<file path="config.mk">
export PLATFORM = sky130hd
export DESIGN_NAME = temperature_alarm_fsm
export DESIGN_NICKNAME = d
export VERILOG_FILES = /design/src/tafsm_pkg.sv /design/src/temperature_alarm_fsm.sv /design/src/tafsm_cfg_regs.sv /design/src/tafsm_core.sv
export SDC_FILE = /design/constraint.sdc
export NUM_CORES = 1
export LEC_CHECK = 0
export BUFFER_PORTS_ARGS = -buffer_cell sky130_fd_sc_hd__buf_2
export CAP_MARGIN = 25
export CORE_MARGIN = 4
export CORE_UTILIZATION = 60
export DETAILED_ROUTE_END_ITERATION = 12
export HOLD_SLACK_MARGIN = 0.02
export PLACE_DENSITY = 0.91
export SLEW_MARGIN = 20
export SYNTH_ARGS = -nofsm -noshare
export SYNTH_HDL_FRONTEND = slang
export SYNTH_SLANG_ARGS = --single-unit
</file>
<file path="constraint.sdc">
create_clock -name aclk -period 7.62 [get_ports aclk]
set_input_delay 1.524 -clock aclk [delete_from_list [all_inputs] [get_ports aclk]]
set_output_delay 1.524 -clock aclk [all_outputs]
set_load 0.005 [all_outputs]
</file>
<file path="src/tafsm_pkg.sv">
// ----------------------------------------------------------------------------
// tafsm_pkg
// Shared types and constants for the temperature alarm state machine:
// field widths, register indexes, reset values and the state encoding.
// ----------------------------------------------------------------------------
package tafsm_pkg;

    localparam int TEMP_W  = 12;
    localparam int NOW_W   = 32;
    localparam int DWELL_W = 32;
    localparam int MODE_W  = 3;
    localparam int CFG_IDX_W  = 2;
    localparam int CFG_DATA_W = 32;

    localparam logic [CFG_IDX_W-1:0] REG_PRE_THR   = 2'd0;
    localparam logic [CFG_IDX_W-1:0] REG_ALM_THR   = 2'd1;
    localparam logic [CFG_IDX_W-1:0] REG_PRE_DWELL = 2'd2;
    localparam logic [CFG_IDX_W-1:0] REG_ALM_DWELL = 2'd3;

    localparam logic signed [TEMP_W-1:0] PRE_THR_RST   = 12'sd480;
    localparam logic signed [TEMP_W-1:0] ALM_THR_RST   = 12'sd800;
    localparam logic [DWELL_W-1:0]       PRE_DWELL_RST = 32'd5000;
    localparam logic [DWELL_W-1:0]       ALM_DWELL_RST = 32'd5000;

    localparam logic [MODE_W-1:0] CODE_NORMAL      = 3'd0;
    localparam logic [MODE_W-1:0] CODE_TRACK_PRE   = 3'd1;
    localparam logic [MODE_W-1:0] CODE_PRE         = 3'd2;
    localparam logic [MODE_W-1:0] CODE_TRACK_ALARM = 3'd3;
    localparam logic [MODE_W-1:0] CODE_ALARM       = 3'd4;

    typedef enum logic [4:0] {
        ST_NORMAL      = 5'b00001,
        ST_TRACK_PRE   = 5'b00010,
        ST_PRE         = 5'b00100,
        ST_TRACK_ALARM = 5'b01000,
        ST_ALARM       = 5'b10000
    } mode_t;

    typedef struct packed {
        logic signed [TEMP_W-1:0] prealarm_threshold;
        logic signed [TEMP_W-1:0] alarm_threshold;
        logic [DWELL_W-1:0]       prealarm_dwell_ms;
        logic [DWELL_W-1:0]       alarm_dwell_ms;
    } cfg_t;

    typedef struct packed {
        logic signed [TEMP_W-1:0] temperature;
        logic [NOW_W-1:0]         now_ms;
        logic                     button_pressed;
    } item_t;

    typedef struct packed {
        logic              prealarm_flag;
        logic              alarm_flag;
        logic [MODE_W-1:0] mode_code;
        logic              alarm_report;
    } result_t;

    function automatic logic [MODE_W-1:0] mode_to_code(input mode_t m);
        logic [MODE_W-1:0] c;
        unique case (m)
            ST_TRACK_PRE:   c = CODE_TRACK_PRE;
            ST_PRE:         c = CODE_PRE;
            ST_TRACK_ALARM: c = CODE_TRACK_ALARM;
            ST_ALARM:       c = CODE_ALARM;
            default:        c = CODE_NORMAL;
        endcase
        return c;
    endfunction

endpackage

</file>
<file path="src/temperature_alarm_fsm.sv">
// ----------------------------------------------------------------------------
// temperature_alarm_fsm
// Thermal alarm monitor, top level.
//
// Each item on the s_ channel is one tick: a temperature sample, the current
// millisecond time and the button level. Every accepted item gives exactly
// one result item on the m_ channel: the two indication flags, the state
// after the tick and whether the tick ran in the alarm state.
// Thresholds and dwell times are written over the cfg_ channel, which is
// always ready; write it only while no item is in flight.
// An accepted item passes through the input register, then through the state
// transition into the result register, which drives m_valid. Throughput is
// one item per cycle while the result register is free or m_ready is high.
// If m_ready is low the result register holds, the input register still
// takes one more item, and s_ready falls only when both are full.
// Reset (aresetn low, synchronous) empties both registers, puts the state
// machine in normal with its entry action pending and restores the register
// defaults.
// ----------------------------------------------------------------------------
module temperature_alarm_fsm
    import tafsm_pkg::*;
#(
    parameter int TIME_BITS = 32
)
(
    input  logic                  aclk,
    input  logic                  aresetn,

    input  logic                  cfg_valid,
    output logic                  cfg_ready,
    input  logic [CFG_IDX_W-1:0]  cfg_index,
    input  logic [CFG_DATA_W-1:0] cfg_data,

    input  logic                  s_valid,
    output logic                  s_ready,
    input  logic [TEMP_W-1:0]     s_temperature,
    input  logic [NOW_W-1:0]      s_now_ms,
    input  logic                  s_button_pressed,

    output logic                  m_valid,
    input  logic                  m_ready,
    output logic                  m_prealarm_flag,
    output logic                  m_alarm_flag,
    output logic [MODE_W-1:0]     m_mode_code,
    output logic                  m_alarm_report
);

    cfg_t    cfg;
    item_t   in_reg;
    logic    in_valid_reg;
    result_t res_next;
    result_t res_reg;
    logic    out_valid_reg;
    logic    out_load;
    logic    step;

    tafsm_cfg_regs u_cfg (
        .aclk      (aclk),
        .aresetn   (aresetn),
        .cfg_valid (cfg_valid),
        .cfg_ready (cfg_ready),
        .cfg_index (cfg_index),
        .cfg_data  (cfg_data),
        .cfg       (cfg)
    );

    assign out_load = !out_valid_reg || m_ready;
    assign step     = in_valid_reg && out_load;
    assign s_ready  = !in_valid_reg || out_load;

    tafsm_core #(
        .TIME_BITS (TIME_BITS)
    ) u_core (
        .aclk    (aclk),
        .aresetn (aresetn),
        .step    (step),
        .item    (in_reg),
        .cfg     (cfg),
        .result  (res_next)
    );

    always_ff @(posedge aclk) begin
        if (!aresetn) begin
            in_valid_reg  <= 1'b0;
            out_valid_reg <= 1'b0;
        end else begin
            if (s_ready) begin
                in_valid_reg <= s_valid;
            end
            if (out_load) begin
                out_valid_reg <= in_valid_reg;
            end
        end
    end

    always_ff @(posedge aclk) begin
        if (s_valid && s_ready) begin
            in_reg.temperature    <= s_temperature;
            in_reg.now_ms         <= s_now_ms;
            in_reg.button_pressed <= s_button_pressed;
        end
        if (step) begin
            res_reg <= res_next;
        end
    end

    assign m_valid         = out_valid_reg;
    assign m_prealarm_flag = res_reg.prealarm_flag;
    assign m_alarm_flag    = res_reg.alarm_flag;
    assign m_mode_code     = res_reg.mode_code;
    assign m_alarm_report  = res_reg.alarm_report;

`ifndef ASSERT_OFF
    a_accept_fills_input: assert property (@(posedge aclk) disable iff (!aresetn)
        s_valid && s_ready |=> in_valid_reg)
        else $error("accepted item missing from input register");

    a_step_fills_output: assert property (@(posedge aclk) disable iff (!aresetn)
        step |=> out_valid_reg)
        else $error("processed item missing from result register");
`endif

endmodule

</file>
<file path="src/tafsm_cfg_regs.sv">
// ----------------------------------------------------------------------------
// tafsm_cfg_regs
// Configuration register file: thresholds and dwell times, written through
// a valid/ready write channel.
// ----------------------------------------------------------------------------
module tafsm_cfg_regs
    import tafsm_pkg::*;
(
    input  logic                  aclk,
    input  logic                  aresetn,
    input  logic                  cfg_valid,
    output logic                  cfg_ready,
    input  logic [CFG_IDX_W-1:0]  cfg_index,
    input  logic [CFG_DATA_W-1:0] cfg_data,
    output cfg_t                  cfg
);

    cfg_t cfg_reg;
    cfg_t cfg_next;

    assign cfg_ready = 1'b1;
    assign cfg       = cfg_reg;

    always_comb begin
        cfg_next = cfg_reg;
        if (cfg_valid) begin
            unique case (cfg_index)
                REG_PRE_THR:   cfg_next.prealarm_threshold = cfg_data[TEMP_W-1:0];
                REG_ALM_THR:   cfg_next.alarm_threshold    = cfg_data[TEMP_W-1:0];
                REG_PRE_DWELL: cfg_next.prealarm_dwell_ms  = cfg_data[DWELL_W-1:0];
                REG_ALM_DWELL: cfg_next.alarm_dwell_ms     = cfg_data[DWELL_W-1:0];
                default:       cfg_next = cfg_reg;
            endcase
        end
    end

    always_ff @(posedge aclk) begin
        if (!aresetn) begin
            cfg_reg.prealarm_threshold <= PRE_THR_RST;
            cfg_reg.alarm_threshold    <= ALM_THR_RST;
            cfg_reg.prealarm_dwell_ms  <= PRE_DWELL_RST;
            cfg_reg.alarm_dwell_ms     <= ALM_DWELL_RST;
        end else begin
            cfg_reg <= cfg_next;
        end
    end

endmodule

</file>
<file path="src/tafsm_core.sv">
// ----------------------------------------------------------------------------
// tafsm_core
// Alarm state machine: state, entry flag, tracking start time and the two
// indication flags; one transition per item, result formed combinationally.
// ----------------------------------------------------------------------------
module tafsm_core
    import tafsm_pkg::*;
#(
    parameter int TIME_BITS = 32
)
(
    input  logic    aclk,
    input  logic    aresetn,
    input  logic    step,
    input  item_t   item,
    input  cfg_t    cfg,
    output result_t result
);

    localparam int CmpW = (TIME_BITS > DWELL_W) ? TIME_BITS : DWELL_W;

    mode_t                mode_reg, mode_next;
    logic                 entry_reg, entry_next;
    logic [TIME_BITS-1:0] start_reg, start_next;
    logic                 pre_reg, pre_next;
    logic                 alm_reg, alm_next;
    logic                 ran_alarm;

    logic [TIME_BITS-1:0] now_t;
    logic [TIME_BITS-1:0] start_eff;
    logic [TIME_BITS-1:0] elapsed;
    logic                 pre_dwell_done;
    logic                 alm_dwell_done;
    logic                 above_pre;
    logic                 above_alm;

    assign now_t     = TIME_BITS'(item.now_ms);
    assign start_eff = entry_reg ? now_t : start_reg;
    assign elapsed   = now_t - start_eff;
    assign pre_dwell_done = CmpW'(elapsed) >= CmpW'(cfg.prealarm_dwell_ms);
    assign alm_dwell_done = CmpW'(elapsed) >= CmpW'(cfg.alarm_dwell_ms);
    assign above_pre = $signed(item.temperature) >= $signed(cfg.prealarm_threshold);
    assign above_alm = $signed(item.temperature) >= $signed(cfg.alarm_threshold);

    always_comb begin
        mode_next  = mode_reg;
        entry_next = 1'b0;
        start_next = start_reg;
        pre_next   = pre_reg;
        alm_next   = alm_reg;
        ran_alarm  = 1'b0;
        unique case (mode_reg)
            ST_TRACK_PRE: begin
                start_next = start_eff;
                if (!above_pre) begin
                    mode_next  = ST_NORMAL;
                    entry_next = 1'b1;
                end else if (pre_dwell_done) begin
                    mode_next  = ST_PRE;
                    entry_next = 1'b1;
                end
            end
            ST_PRE: begin
                if (entry_reg) begin
                    pre_next = 1'b1;
                end
                if (!above_pre) begin
                    mode_next  = ST_NORMAL;
                    entry_next = 1'b1;
                end else if (above_alm) begin
                    mode_next  = ST_TRACK_ALARM;
                    entry_next = 1'b1;
                end
            end
            ST_TRACK_ALARM: begin
                start_next = start_eff;
                if (!above_alm) begin
                    mode_next  = ST_PRE;
                    entry_next = 1'b1;
                end else if (alm_dwell_done) begin
                    mode_next  = ST_ALARM;
                    entry_next = 1'b1;
                end
            end
            ST_ALARM: begin
                ran_alarm = 1'b1;
                if (entry_reg) begin
                    pre_next = 1'b0;
                    alm_next = 1'b1;
                end
                if (item.button_pressed) begin
                    mode_next  = ST_NORMAL;
                    entry_next = 1'b1;
                end
            end
            default: begin
                mode_next = ST_NORMAL;
                if (entry_reg) begin
                    pre_next = 1'b0;
                    alm_next = 1'b0;
                end
                if (above_pre) begin
                    mode_next  = ST_TRACK_PRE;
                    entry_next = 1'b1;
                end
            end
        endcase
    end

    assign result.prealarm_flag = pre_next;
    assign result.alarm_flag    = alm_next;
    assign result.mode_code     = mode_to_code(mode_next);
    assign result.alarm_report  = ran_alarm;

    always_ff @(posedge aclk) begin
        if (!aresetn) begin
            mode_reg  <= ST_NORMAL;
            entry_reg <= 1'b1;
            start_reg <= '0;
            pre_reg   <= 1'b0;
            alm_reg   <= 1'b0;
        end else if (step) begin
            mode_reg  <= mode_next;
            entry_reg <= entry_next;
            start_reg <= start_next;
            pre_reg   <= pre_next;
            alm_reg   <= alm_next;
        end
    end

`ifndef ASSERT_OFF
    a_flags_exclusive: assert property (@(posedge aclk) disable iff (!aresetn)
        !(pre_reg && alm_reg))
        else $error("pre-alarm and alarm flags both set");

    a_alarm_holds: assert property (@(posedge aclk) disable iff (!aresetn)
        step && mode_reg == ST_ALARM && !item.button_pressed |=> mode_reg == ST_ALARM)
        else $error("alarm state left without button");

    a_pre_sets_flag: assert property (@(posedge aclk) disable iff (!aresetn)
        step && mode_reg == ST_PRE |=> pre_reg)
        else $error("pre-alarm flag clear after pre-alarm tick");

    a_alarm_sets_flag: assert property (@(posedge aclk) disable iff (!aresetn)
        step && mode_reg == ST_ALARM |=> alm_reg)
        else $error("alarm flag clear after alarm tick");
`endif

endmodule

</file>
After elaboration in Yosys (flattened, before gate mapping). Cells that the tools add are included.

Add/sub/neg operators: 1. Magnitude comparators: 4. Equal/unequal tests: 11. Multiplexer cells: 27. Reduce and logical (&&, ||, !) cells: 14.

Operators by type and width (number): 32-bit >= comparator (2); 5-bit 2-to-1 mux (7); 32-bit 2-to-1 mux (1); 32-bit subtractor (1); 12-bit >= comparator (2); 5-bit case mux with 4 select lines (1); 1-bit 2-to-1 mux (13); 3-bit case mux with 4 select lines (1); 5-bit by 2-bit == test with 1-bit output, second input constant (2); 5-bit by 3-bit == test with 1-bit output, second input constant (2); 5-bit by 4-bit == test with 1-bit output, second input constant (2); 5-bit == test, second input constant (2); 2-bit AND reduction (5); 2-bit == test, second input constant (2); 1-bit case mux with 2 select lines (2); 1-bit case mux with 4 select lines (1); 3-bit OR reduction (1); 2-bit by 1-bit == test with 1-bit output, second input constant (1); 1-bit logical AND (2); 1-bit zero test (2); 2-bit zero test (1); 1-bit logical OR (2); 2-bit 2-to-1 mux (1); 2-bit OR reduction (1).

Bits in registers: 181. Input port bits: 84. Output and inout bits: 9. Logic and storage cells: 75.

Logic depth before layout (Yosys ltp).
Word-level depth: 8. Mapped depth: 24. Mapped depth without buffers: 23.

Cells and area by module. Synthesis repeated with hierarchy kept, for this count alone.

Cell total of the unflattened synthesis: 1128. Area, all modules: 10740.3 um^2.

By module, submodules not included: tafsm_core (times used 1, cells an instance 732, area each 5706.7 um^2, seq. area each 800.8 um^2); tafsm_cfg_regs (times used 1, cells an instance 336, area each 3398.3 um^2, seq. area each 1761.7 um^2); temperature_alarm_fsm (times used 1, cells an instance 60, area each 1635.3 um^2, seq. area each 1571.5 um^2).

Worst setup path after synthesis. No wires, ideal clock.

Path kind: register to register. From: register u_core.entry_reg. To: register u_core.entry_reg. Library setup time: 0.116 ns. Arrival: 5.173 ns. Data required time: 7.504 ns. Setup slack: 2.331 ns. Stages on the path, launching flop included: 23. Path buffers: 3. Period minus slack after synthesis: 5.289 ns. Cells stage by stage: dfxtp_1 clkbuf_1 clkbuf_1 buf_1 mux2i_1 fa_1 a211oi_1 o21ai_0 a21oi_1 o2bb2ai_1 a221o_1 a21o_1 a21o_1 a21oi_2 xnor2_1 ha_1 nand4_1 nor2_1 and3_1 and3_1 a221o_1 or3b_1 a41o_1.

Longest elaborated chain between the ends: 6. Elaborated cells between the ends (all ways): 9. Classes of those cells: add/sub (1); order compare (2); mux (6).

Ends and longest elaborated chain: from (decl) (line tafsm_core.sv:23) `logic entry_reg, entry_next;`; from (signal assigned) (line tafsm_core.sv:124) `entry_reg <= entry_next;`; 32-bit 2-to-1 mux * (line tafsm_core.sv:38) `assign start_eff = entry_reg ? now_t : start_reg;`; 32-bit subtractor * (line tafsm_core.sv:39) `assign elapsed = now_t - start_eff;`; 32-bit >= comparator (on tied branches) (line tafsm_core.sv:41, tafsm_core.sv:40); 1-bit 2-to-1 mux (on tied branches) (line tafsm_core.sv:80, tafsm_core.sv:58); 1-bit 2-to-1 mux (on tied branches) (line tafsm_core.sv:77, tafsm_core.sv:55); 1-bit case mux with 4 select lines * (line tafsm_core.sv:52) `unique case (mode_reg)`.

Every way passes the cells marked *; elsewhere a longest branch is shown, timed or not. A chain may end at the register's enable or synchronous reset.

Worst setup path after layout.
From: register u_core.entry_reg. To: register u_core.entry_reg.

Longest elaborated chain between the ends: 6. Elaborated cells between the ends (all ways): 9. Classes of those cells: add/sub (1); order compare (2); mux (6).

Ends and longest elaborated chain: 32-bit 2-to-1 mux * (line tafsm_core.sv:38); named net u_core.start_eff[0] (line tafsm_core.sv:30) `logic [TIME_BITS-1:0] start_eff;`; 32-bit subtractor * (line tafsm_core.sv:39); 32-bit >= comparator (on tied branches) (line tafsm_core.sv:41, tafsm_core.sv:40); 1-bit 2-to-1 mux (on tied branches) (line tafsm_core.sv:80, tafsm_core.sv:58); 1-bit 2-to-1 mux (on tied branches) (line tafsm_core.sv:77, tafsm_core.sv:55); 1-bit case mux with 4 select lines * (line tafsm_core.sv:52).

The timed path passes the listed nets; every way through them passes the cells marked *.

==> results.yml <==
run_status:
  status: "finished clean"
floorplan:
  dieArea_um2: 19600
  ios: 93
  num_rows: 47
  start_util_pct: 62.1
  die_h_um: 140
  fp.dieW_um: 140
  core_area_um2: 16800
worst_setup_path:
  critical_path_class: "reg -> reg"
  path_cells: "mux2_2, ha_1, inv_1, fa_1, a211oi_1, o21ai_0, a21oi_1, o2bb2ai_1, a221o_1, a21o_1, a21o_1, a21oi_2, xnor2_1, ha_1, a21o_1, a21o_1, a21oi_1, nor2_1, a21oi_1, o211ai_1, nor4b_1, o22ai_1, a41o_1"
  cpMaxStageDelayCell: "dfxtp_2"
  cp.buffers_inverters: 1
  cpPeakStageDelay_ps: 810
  cp-end-kind: "register"
  reg2regPathDepth: 23
  worstReg2RegStart: "u_core.entry_reg$_SDFFE_PN1P_"
  r2r_end: "u_core.entry_reg$_SDFFE_PN1P_"
  startpoint: "u_core.entry_reg$_SDFFE_PN1P_"
  path_depth: 23
  cp_top_family: "compound AO/OA/AOI/OAI gates"
  critPathRequiredTime_ps: 7940
  startpoint_type: "register"
  worst_ep_arrival_time_ps: 6030
  worstPathMaxFanout: 23
  rrSetupSlack_ps: 1910
  crit_path_frequent_cell: "a21o_1"
logic_synthesis:
  synth_flop_cell: "dfxtp_1"
  synth_compound_area_share_pct: 20.5
  synth_xor_area_share_pct: 2.10
  synth_top_family_by_area: "compound AO/OA/AOI/OAI gates"
  synth_cell_types: 65
  syn-cell-area_um2: 10400
  syn_nets: 1356
  yosys.area_share.adder_pct: 14.6
  syn_area_per_cell_um2: 9.07
  yosys_register_bits: 181
  synthMuxAreaShare_pct: 3.18
  synth-edff-count: 51
  yosys.area_share.simple_pct: 14.9
  synthArstFlopShare_pct: 0
  synthCells: 1151
  yosysWarnings: 0
  ys_seq_area_share_pct: 39.6
pwr:
  p_clk_share_pct: 33.3
  pwr-share-comb_pct: 24.5
  power_frac_seq_pct: 42.2
  swShare_pct: 30.0
  p_int_mw: 1.75
  switchingPower_mw: 0.751
  max-vdd-ir-drop_uv: 187
  powerDensity_nw_per_um2: 215
  leakagePower_nw: 5.32
  power.total_mw: 2.50
grt:
  grt_max_degree: 86
  grt_pass1_wl_um: 39100
  antenna_found_initial: 0
  grt-ovfl-total: 0
  grt_use_total_pct: 24.3
  grt_pass1_vias: 8292
clock_network:
  ctsHoldBuffers: 0
  numCtsBuffers: 17
  cts_tree: "built"
  cts.path.max_buffers: 2
  clkSlewWorstSetupHoldPaths_ps: 70
  clkSinkCount: 181
  htree_num_levels: 4
  cts_resized: 0
  insertion_delay_ps: 430
  clockRootBuffer: "clkbuf_16"
  post_cts_buffers: 0
routing:
  ant_nets: 0
  drt_first_iter_violations: 717
  viasPerCell: 5.87
  firstDrtPassIters: 7
  met3_length_um: 1340
  top_layer: "met4"
  wl_met2_um: 11400
  wl_um: 23800
  drc_errors: 0
  wire_per_inst_um: 16.3
  vias: 8552
  wl_met1_um: 10500
timing:
  min_period_ps: 5710
  finalHoldViolations: 0
  rsz0062_at_grt: "false"
  min_period_over_period_pct: 74.9
  worstMarginPinSlew_ps: 747
  finalSetupViolCount: 0
  worst_slack_ps: 1910
  fmax_mhz: 175
  slew_headroom_pct: 50.2
  finClkSkew_ps: 6.37
  hold_ws_ps: 464
  slew_violations: 0
  fin_tns_setup_ps: 0
cells_and_area:
  multi_input_area_um2: 5780
  area_growth_pct: 11.4
  fin_area_um2: 11600
  largest_reg_flops: 88
  nets: 1430
  stdcell_count: 1458
  layout-drive-gt1-share_pct: 11.8
  final_cell_mix: "226 x nand2_1, 129 x dfxtp_1, 120 x ha_1"
  post-route-util_pct: 69.2
  n_antenna_cell: 0
  fill_cells: 1259
  final_common_cell: "nand2_1"
  seq_area_um2: 4140
hold_path:
  hold_path_end: "u_cfg.cfg[50]$_SDFFE_PN0P_"
  worstHoldStart: "u_cfg.cfg[50]$_SDFFE_PN0P_"
  min_path_type: "reg -> reg"
  hold_depth: 2
place:
  dpl_cell_area_um2: 11100
  place_hpwl_um: 16700
  dp.cells: 1426
  pre_cts_ws_ps: 2100
  gp_congestion: 0.919
  portBuffers: 91
run:
  drv_cap: 0
synth_stat cells, drive strengths merged, types with 4 or more instances:
master	number	area (um^2)
nand2	226	848
dfxtp	130	2600
ha	120	1500
inv	97	364
a21boi	74	556
edfxtp	51	1530
a21oi	48	248
a21o	42	317
clkbuf	37	139
nor2	35	131
mux2i	32	320
o21ai	32	160
o211a	31	310
o211ai	22	165
xnor2	18	158
nand4	16	100
nand2b	13	81.3
nand3	11	55.1
and3	8	51.3
nor2b	8	50.1
o21a	8	60.1
buf	7	30.0
xor2	7	61.3
a31oi	6	37.5
and2	6	37.5
nor3	5	25.0
nor3b	5	37.5
a211oi	4	30.0
a221o	4	40.0
nand3b	4	30.0
o21bai	4	30.0
worst register-to-register path, stage by stage (launching register included):
cell       delay, ps
dfxtp_2          810
mux2_2           330
ha_1             180
inv_1             70
fa_1             430
a211oi_1         260
o21ai_0          140
a21oi_1          310
o2bb2ai_1        220
a221o_1          360
a21o_1           210
a21o_1           190
a21oi_2          140
xnor2_1          100
ha_1             200
a21o_1           160
a21o_1           180
a21oi_1          160
nor2_1            60
a21oi_1          120
o211ai_1         130
nor4b_1          430
o22ai_1          160
a41o_1           260
worst max-delay path by stage:
stage                                                to  slack, ps
after global routing      u_core.entry_reg$_SDFFE_PN1P_       1600
final                     u_core.entry_reg$_SDFFE_PN1P_       1910
after CTS                 u_core.entry_reg$_SDFFE_PN1P_       1960
after global placement    u_core.entry_reg$_SDFFE_PN1P_       2200
after detailed placement  u_core.entry_reg$_SDFFE_PN1P_       2100
after floorplan           u_core.entry_reg$_SDFFE_PN1P_       2330
routing by layer:
layer / vias up / global-route usage [%]
li1: 4185 / -
met1: 4024 / 30.7
met2: 288 / 41.4
met3: 55 / 4.09
met4: 0 / 9.89
met5: - / 0
power by group through the flow:
stage,Sequential [mW],Clock (mW),Combinational (mW)
4_1_cts,1.05,0.842,0.605
3_3_place_gp,1.07,0,0.568
3_5_place_dp,1.07,0,0.593
5_1_grt,1.06,0.886,0.693
6_report,1.05,0.833,0.612
2_1_floorplan,1.06,0,0.447
cell families after synthesis:
| family | count (synthesis) |
|---|---|
| other | 1 |
| XOR/XNOR | 25 |
| buffers and inverters | 142 |
| multiplexers | 33 |
| AO/OA/AOI/OAI | 297 |
| flip-flops | 181 |
| adder cells (fa/ha/maj) | 121 |
| AND/OR/NAND/NOR | 351 |
layout make-up:
type | instances | area share (%)
sequential | 181 | 35.5
clock buffer | 18 | 3.69
inverter | 98 | 3.16
clock inverter | 14 | 1.09
multi-input combinational | 828 | 49.7
tap | 220 | 2.37
timing repair buffer | 99 | 4.45
Power figures use the tool's default switching activity.
